**src/hdl/dnup_pkg.sv**
```systemverilog
package dnup_pkg;

    // Characters with a meaning of their own in a path.
    localparam logic [7:0] CH_END    = 8'h00;
    localparam logic [7:0] CH_SPACE  = 8'h20;
    localparam logic [7:0] CH_DOT    = 8'h2e;
    localparam logic [7:0] CH_COLON  = 8'h3a;
    localparam logic [7:0] CH_LBRACK = 8'h5b;
    localparam logic [7:0] CH_RBRACK = 8'h5d;
    localparam logic [7:0] CH_AT     = 8'h40;

    localparam logic [63:0] NAME_SPACES = {8{CH_SPACE}};
    localparam logic [23:0] TYPE_SPACES = {3{CH_SPACE}};

    localparam logic [7:0] USER_MAX = 8'd15;

    // Classification of one path byte.
    typedef struct packed {
        logic       is_letter;
        logic       is_digit;
        logic       printable;
        logic [7:0] upper;
    } t_char_class;

endpackage

```
**src/hdl/drive_name_type_user_path_parser.sv**
```systemverilog
// Result: the result of a path is registered on the output register when the
// terminating zero byte is accepted; all other bytes produce no result.
// Throughput: one path byte per cycle while the input side is not stalled.
// While a result waits and the receiver stalls, the input side stalls as well, so
// bytes flow only when the output register is empty or is being taken.
// Reset: synchronous, active low; the parser returns to the start of a path with
// space-filled name and type and no result pending.
module drive_name_type_user_path_parser
    import dnup_pkg::*;
#(
    parameter int NAME_LENGTH = 8,
    parameter int TYPE_LENGTH = 3
) (
    input  logic        i_clk,
    input  logic        i_rst_n,

    input  logic        i_valid,
    output logic        o_stall,
    input  logic [7:0]  i_char_code,

    output logic        o_valid,
    input  logic        i_stall,
    output logic        o_ok,
    output logic [4:0]  o_drive_number,
    output logic [63:0] o_name_chars,
    output logic [23:0] o_type_chars,
    output logic [3:0]  o_user_number
);

    // Parser phases. The held phase keeps a leading letter until the following
    // byte tells whether it is a drive letter or the first name character.
    typedef enum logic [2:0] {
        PH_START,
        PH_HELD,
        PH_NAME,
        PH_TYPE,
        PH_UFIRST,
        PH_UDIGIT,
        PH_CLOSED,
        PH_ERROR
    } t_phase;

    t_phase      r_phase,         n_phase;
    logic [7:0]  r_held_letter,   n_held_letter;
    logic [3:0]  r_char_position, n_char_position;
    logic [63:0] r_name_store,    n_name_store;
    logic [23:0] r_type_store,    n_type_store;
    logic [4:0]  r_drive_store,   n_drive_store;
    logic [3:0]  r_user_store,    n_user_store;

    logic        r_out_valid;
    logic        r_out_ok;
    logic [4:0]  r_out_drive;
    logic [63:0] r_out_name;
    logic [23:0] r_out_type;
    logic [3:0]  r_out_user;

    logic        in_accept;
    logic        is_end;
    t_char_class cur_class;
    t_char_class held_class;

    // Name step signals: a single name unit serves the start phase, the plain name phase and
    // the case where a held letter turns out to be the first name character.
    logic [63:0] nm_base;
    logic [3:0]  nm_pos;
    logic [2:0]  nm_byte_sel;
    logic [63:0] nm_written;
    t_phase      nm_phase;
    logic [63:0] nm_store;
    logic [3:0]  nm_new_pos;

    logic [1:0]  ty_byte_sel;
    logic [23:0] ty_written;
    logic [7:0]  user_sum;

    dnup_char_class u_cur_class (
        .i_char  (i_char_code),
        .o_class (cur_class)
    );

    dnup_char_class u_held_class (
        .i_char  (r_held_letter),
        .o_class (held_class)
    );

    // The input side waits only when a finished result is still not taken.
    assign o_stall   = r_out_valid && i_stall;
    assign in_accept = i_valid && !o_stall;
    assign is_end    = (i_char_code == CH_END);

    // Name byte handling. In the held phase the held letter is placed here
    // into the top name byte, so the current byte lands in position one.
    always_comb begin
        if (r_phase == PH_HELD) begin
            nm_base         = r_name_store;
            nm_base[63:56]  = held_class.upper;
            nm_pos          = 4'd1;
        end else begin
            nm_base = r_name_store;
            nm_pos  = r_char_position;
        end
        nm_byte_sel = 3'd7 - nm_pos[2:0];
        nm_written  = nm_base;
        nm_written[{nm_byte_sel, 3'b000} +: 8] = cur_class.upper;

        if (i_char_code == CH_DOT) begin
            nm_phase   = (nm_pos == 4'd0) ? PH_ERROR : PH_TYPE;
            nm_store   = nm_base;
            nm_new_pos = 4'd0;
        end else if ((i_char_code == CH_LBRACK) || (nm_pos >= 4'(NAME_LENGTH))
                     || !cur_class.printable) begin
            nm_phase   = PH_ERROR;
            nm_store   = nm_base;
            nm_new_pos = nm_pos;
        end else begin
            nm_phase   = PH_NAME;
            nm_store   = nm_written;
            nm_new_pos = nm_pos + 4'd1;
        end
    end

    // Type byte placement: the first type byte goes to the top of the field.
    always_comb begin
        ty_byte_sel = 2'd2 - r_char_position[1:0];
        ty_written  = r_type_store;
        ty_written[{ty_byte_sel, 3'b000} +: 8] = cur_class.upper;
    end

    // Running user number: times ten plus the new digit; at most 159 here.
    assign user_sum = {1'b0, r_user_store, 3'b000} + {3'b000, r_user_store, 1'b0}
                      + {4'b0000, i_char_code[3:0]};

    // Next parser state for one accepted non-zero byte.
    always_comb begin
        n_phase         = r_phase;
        n_held_letter   = r_held_letter;
        n_char_position = r_char_position;
        n_name_store    = r_name_store;
        n_type_store    = r_type_store;
        n_drive_store   = r_drive_store;
        n_user_store    = r_user_store;

        case (r_phase)
            PH_START: begin
                if (cur_class.is_letter) begin
                    n_held_letter = i_char_code;
                    n_phase       = PH_HELD;
                end else begin
                    n_phase         = nm_phase;
                    n_name_store    = nm_store;
                    n_char_position = nm_new_pos;
                end
            end
            PH_HELD: begin
                if (i_char_code == CH_COLON) begin
                    n_drive_store = 5'(held_class.upper - CH_AT);
                    n_phase       = PH_NAME;
                end else begin
                    n_phase         = nm_phase;
                    n_name_store    = nm_store;
                    n_char_position = nm_new_pos;
                end
                n_held_letter = '0;
            end
            PH_NAME: begin
                n_phase         = nm_phase;
                n_name_store    = nm_store;
                n_char_position = nm_new_pos;
            end
            PH_TYPE: begin
                if (i_char_code == CH_LBRACK) begin
                    n_phase = (r_char_position == 4'd0) ? PH_ERROR : PH_UFIRST;
                end else if ((r_char_position >= 4'(TYPE_LENGTH))
                             || !cur_class.printable) begin
                    n_phase = PH_ERROR;
                end else begin
                    n_type_store    = ty_written;
                    n_char_position = r_char_position + 4'd1;
                end
            end
            PH_UFIRST: begin
                if (cur_class.is_digit) begin
                    n_user_store = i_char_code[3:0];
                    n_phase      = PH_UDIGIT;
                end else begin
                    n_phase = PH_ERROR;
                end
            end
            PH_UDIGIT: begin
                if (cur_class.is_digit) begin
                    if (user_sum > USER_MAX) begin
                        n_phase = PH_ERROR;
                    end else begin
                        n_user_store = user_sum[3:0];
                    end
                end else if (i_char_code == CH_RBRACK) begin
                    n_phase = PH_CLOSED;
                end else begin
                    n_phase = PH_ERROR;
                end
            end
            PH_CLOSED: begin
                // Nothing may follow the closing bracket but the end byte.
                n_phase = PH_ERROR;
            end
            default: begin
                n_phase = PH_ERROR;
            end
        endcase
    end

    // Parser state. The end byte returns everything to the start of a path.
    always_ff @(posedge i_clk) begin
        if (!i_rst_n || (in_accept && is_end)) begin
            r_phase         <= PH_START;
            r_held_letter   <= '0;
            r_char_position <= '0;
            r_name_store    <= NAME_SPACES;
            r_type_store    <= TYPE_SPACES;
            r_drive_store   <= '0;
            r_user_store    <= '0;
        end else if (in_accept) begin
            r_phase         <= n_phase;
            r_held_letter   <= n_held_letter;
            r_char_position <= n_char_position;
            r_name_store    <= n_name_store;
            r_type_store    <= n_type_store;
            r_drive_store   <= n_drive_store;
            r_user_store    <= n_user_store;
        end
    end

    // Result register. Only a path that reached the closing bracket is good;
    // a failed path reports all fields as zero.
    always_ff @(posedge i_clk) begin
        if (!i_rst_n) begin
            r_out_valid <= 1'b0;
        end else if (in_accept && is_end) begin
            r_out_valid <= 1'b1;
        end else if (!i_stall) begin
            r_out_valid <= 1'b0;
        end
    end

    always_ff @(posedge i_clk) begin
        if (in_accept && is_end) begin
            r_out_ok    <= (r_phase == PH_CLOSED);
            r_out_drive <= (r_phase == PH_CLOSED) ? r_drive_store : '0;
            r_out_name  <= (r_phase == PH_CLOSED) ? r_name_store  : '0;
            r_out_type  <= (r_phase == PH_CLOSED) ? r_type_store  : '0;
            r_out_user  <= (r_phase == PH_CLOSED) ? r_user_store  : '0;
        end
    end

    assign o_valid        = r_out_valid;
    assign o_ok           = r_out_ok;
    assign o_drive_number = r_out_drive;
    assign o_name_chars   = r_out_name;
    assign o_type_chars   = r_out_type;
    assign o_user_number  = r_out_user;

`ifndef ASSERT_OFF
    a_fail_zero: assert property (@(posedge i_clk) disable iff (!i_rst_n)
        (o_valid && !o_ok) |-> (o_drive_number == 5'd0 && o_name_chars == 64'd0
                                && o_type_chars == 24'd0 && o_user_number == 4'd0))
        else $error("failed path reported nonzero fields");

    a_drive_range: assert property (@(posedge i_clk) disable iff (!i_rst_n)
        (o_valid && o_ok) |-> (o_drive_number <= 5'd26))
        else $error("drive number out of range");

    a_end_restarts: assert property (@(posedge i_clk) disable iff (!i_rst_n)
        (in_accept && is_end) |=> (r_phase == PH_START && r_char_position == 4'd0
                                    && r_out_valid))
        else $error("end byte did not restart parser and post a result");

    a_type_pos: assert property (@(posedge i_clk) disable iff (!i_rst_n)
        (r_phase == PH_TYPE) |-> (r_char_position <= 4'(TYPE_LENGTH)))
        else $error("type position past type length");

    a_name_pos: assert property (@(posedge i_clk) disable iff (!i_rst_n)
        (r_phase == PH_NAME) |-> (r_char_position <= 4'(NAME_LENGTH)))
        else $error("name position past name length");
`endif

endmodule

```
**src/hdl/dnup_char_class.sv**
```systemverilog
module dnup_char_class
    import dnup_pkg::*;
(
    input  logic [7:0]  i_char,
    output t_char_class o_class
);

    logic is_lower;
    logic is_upper;

    assign is_lower = (i_char >= 8'h61) && (i_char <= 8'h7a);
    assign is_upper = (i_char >= 8'h41) && (i_char <= 8'h5a);

    always_comb begin
        o_class.is_letter = is_lower || is_upper;
        o_class.is_digit  = (i_char >= 8'h30) && (i_char <= 8'h39);
        o_class.printable = (i_char > 8'h20) && (i_char < 8'h7f);
        o_class.upper     = is_lower ? (i_char - 8'h20) : i_char;
    end

endmodule
```
**config.mk**
```make
export PLATFORM = sky130hd
export DESIGN_NAME = drive_name_type_user_path_parser
export DESIGN_NICKNAME = d
export VERILOG_FILES = /design/src/hdl/dnup_pkg.sv /design/src/hdl/drive_name_type_user_path_parser.sv /design/src/hdl/dnup_char_class.sv
export SDC_FILE = /design/constraint.sdc
export NUM_CORES = 1
export LEC_CHECK = 0
export ABC_AREA = 1
export BUFFER_PORTS_ARGS = -buffer_cell sky130_fd_sc_hd__buf_2
export CORE_ASPECT_RATIO = 0.8
export CORE_MARGIN = 2
export CORE_UTILIZATION = 55
export DETAILED_ROUTE_END_ITERATION = 10
export GPL_TIMING_DRIVEN = 1
export PLACE_DENSITY = 0.76
export SLEW_MARGIN = 10
export SYNTH_ARGS = -nofsm -noshare
export SYNTH_HDL_FRONTEND = slang
export SYNTH_HIERARCHICAL = 1
export SYNTH_SLANG_ARGS = --single-unit
export TNS_END_PERCENT = 5
```
**constraint.sdc**
```tcl
create_clock -name i_clk -period 12.9 [get_ports i_clk]
set_input_delay 2.58 -clock i_clk [delete_from_list [all_inputs] [get_ports i_clk]]
set_output_delay 2.58 -clock i_clk [all_outputs]
set_load 0.01 [all_outputs]
```
==> summary.md <==
| Metric | Value |
|---|---|
| Run status | completed |
| Final Max Slew Viols | 0 |
| Crit Path Category | in -> out |
| Post-Synthesis Cells | approximately 1200 |
| Min Tclk post-route | 5521 ps |
| Critical path capture point type | output pin |
| TritonCTS clock tree | yes |
| Top Ports | around 110 |
| Crit-path cells | buf_2 -> nand2_1 -> inv_1 -> buf_2 |
| Clock Latency Late Sink | 500 ps |
| Fill cells | 1539 |
| Register area | 5205 sq um |
| Gpl congestion | 0.9206 |
| Chip height | around 120 um |
| DP HPWL | ~14000 um |
| Multi-input gate area | approximately 3600 sq um |
| Vias in the first global route | between 7000 and 8000 |
| Die area | between 15000 and 20000 sq um |
| Die Wd | 152.8 um |
| Slew HR | 0.3897 |
| Least-Margin Pin Slew | 908.4 ps |
| Worst vdd ir | ~77 uV |
| Area after DPL | between 10000 and 15000 sq um |
| Detailed-route DRC error count | 0 |
| Max Cap Violations | 0 |
| Syn Nets | 1227 |
| Root buf cell | clkbuf_16 |
| Clk_skew | between 8 and 9 ps |
| Worst setup SP type | input port |
| Most used routing layer | met2 |
| Syn-to-layout area delta | 13.22% |
| H-tree depth | 1 |
| Final Hold Viols | 0 |
| GRT Util Overall | 0.2276 |
| FP Rows | 43 |
| Cts repair resizes | 0 |
| WL per Instance | roughly 14 um |
| Mapped cell area | 9742 sq um |
| Met3 Usage GRT | 0.03961 |
| Non-filler cells, final | 1513 |
| Met1 usage | 0.3174 |
| First-pass GRT wire length | 35180 um |
| Input/output buffers | about 110 |
| Vias | 7906 |
| Finished Cell Area | between 10000 and 15000 sq um |
| Via/cell ratio | ~5.2 |
| Cts-stage hold buffer count | 0 |
| Worst EP arrival | 2940 ps |
| Number of placed cells counting well taps | 1475 |
| Hold Path Class | reg -> reg |
| Initial Utilization | 0.5623 |
| Min setup slack post-route | 7379 ps |
| Largest net degree at the start of global routing | 61 |
| Clock slew at reported path FFs | 60 ps |
| Fin nets | 1306 |
| Power per cell area | 135.6 nW/um^2 |
| Syn avg cell area | about 8.2 sq um |
| Inserted Diodes | 0 |
| Final setup TNS | 0 ps |
| Slowest CP cell | buf_2 |
| Post-CTS setup buffers | 0 |
| Clk buf depth | 3 |
| Initial antenna violation count | 0 |
| Sinks on the clock net | 211 |
| Dpl ws | 7380 ps |
| Leak | 4.594 nW |
| Final setup fails | 0 |
| Delay of the slowest critical-path stage | 130 ps |
| GRT overflow | 0 |
| Num CTS Buffers | 21 |
| Final wirelength | 21480 um |
| Final period util | 0.4280 |
| Max Freq | ~180 MHz |
| Post-route ant nets | 0 |
| Iter 0 DRT Violations | ~560 |
| Unrepaired setup endpoints after global routing | false |
| Req. time, crit path | 10320 ps |
| Met2 GRT Util | 0.3658 |
| Core Box Area | 17320 sq um |
| Cell repeated most along the worst path | buf_2 |
| Pre-antenna DRT Iters | 5 |
| Synth Warn # | 6 |
| Fraction of layout cells with a size suffix above 1 | 0.1584 |
| CP Max Fanout | 2 |
-- critical path: cells and delay by family --
family	cells	cell delay [ps]
buffers and inverters	3	280
AND/OR/NAND/NOR	1	70
-- layout by cell type (no fill, tap or decap), types with 2 or more instances in the layout --
cell type	n
nor2_1	218
clkinv_1	4
a21oi_1	76
inv_1	166
nor2_2	11
nor3_1	8
clkbuf_16	21
inv_2	8
nand4_1	29
o21ai_0	36
nor4_1	11
edfxtp_1	98
nand2_2	20
buf_4	6
bufinv_16	3
clkinvlp_4	3
nor2_4	7
clkinv_2	5
o21bai_1	9
nand2_4	3
nand3_1	72
nand2_1	217
dfxtp_1	113
fa_1	2
buf_2	111
ha_1	19
-- stage by stage --
step / hold slack [ps] / total power [W] / util
6_report: 461.2 / 0.001496 / 0.6366
2_1_floorplan: 428.9 / 0.0008548 / -
5_1_grt: 476.7 / 0.001554 / 0.6366
3_5_place_dp: 445.7 / 0.0008880 / 0.5962
4_1_cts: 460.0 / 0.001504 / 0.6366
3_3_place_gp: 438.6 / 0.0008856 / 0.5962
-- report_power, final --
| group | total [W] | leakage (nW) | internal, W | switching, W |
|---|---|---|---|---|
| Clock | 0.000618 | 0.339 | 0.000365 | 0.000253 |
| Combinational | 0.000162 | 2.43 | 0.0000425 | 0.000120 |
| Sequential | 0.000715 | 1.82 | 0.000705 | 0.00000999 |
| Total | 0.00150 | 4.59 | 0.00111 | 0.000383 |
-- worst paths after layout --
check             depth (start not counted)  slack, ps        startpoint               end
hold / removal                            2        460  r_name_store[53]  r_name_store[53]
setup reg to reg                         11       9990        r_phase[2]  r_name_store[55]
hold reg to reg                           2        460  r_name_store[53]  r_name_store[53]
setup / recovery                          4       7380           i_stall           o_stall
-- layer usage --
metal  vias to the layer above  wire length (um)
met5                         -                 0
met4                         0               552
met3                        43              1419
met2                       226              9554
met1                      3681              9952
li1                       3956                 -
-- flip-flops by register name, indices dropped and copies added, names as in the netlist --
name and count:
o_user_number 4, r_type_store 24, o_ok 1, r_name_store 64, o_drive_number 5, r_user_store 4, o_name_chars 64, r_held_letter 8
o_valid 1, r_drive_store 5, r_char_position 4, o_type_chars 24, r_phase 3
-- cell type report --
| cell class | instances | area share |
|---|---|---|
| clock buffer | 23 | 0.04923 |
| clock inverter | 15 | 0.01429 |
| inverter | 175 | 0.05956 |
| multi-input combinational | 747 | 0.3250 |
| sequential | 211 | 0.4719 |
| tap | 225 | 0.02552 |
| timing repair buffer | 117 | 0.05445 |
Power figures use the tool's default switching activity.
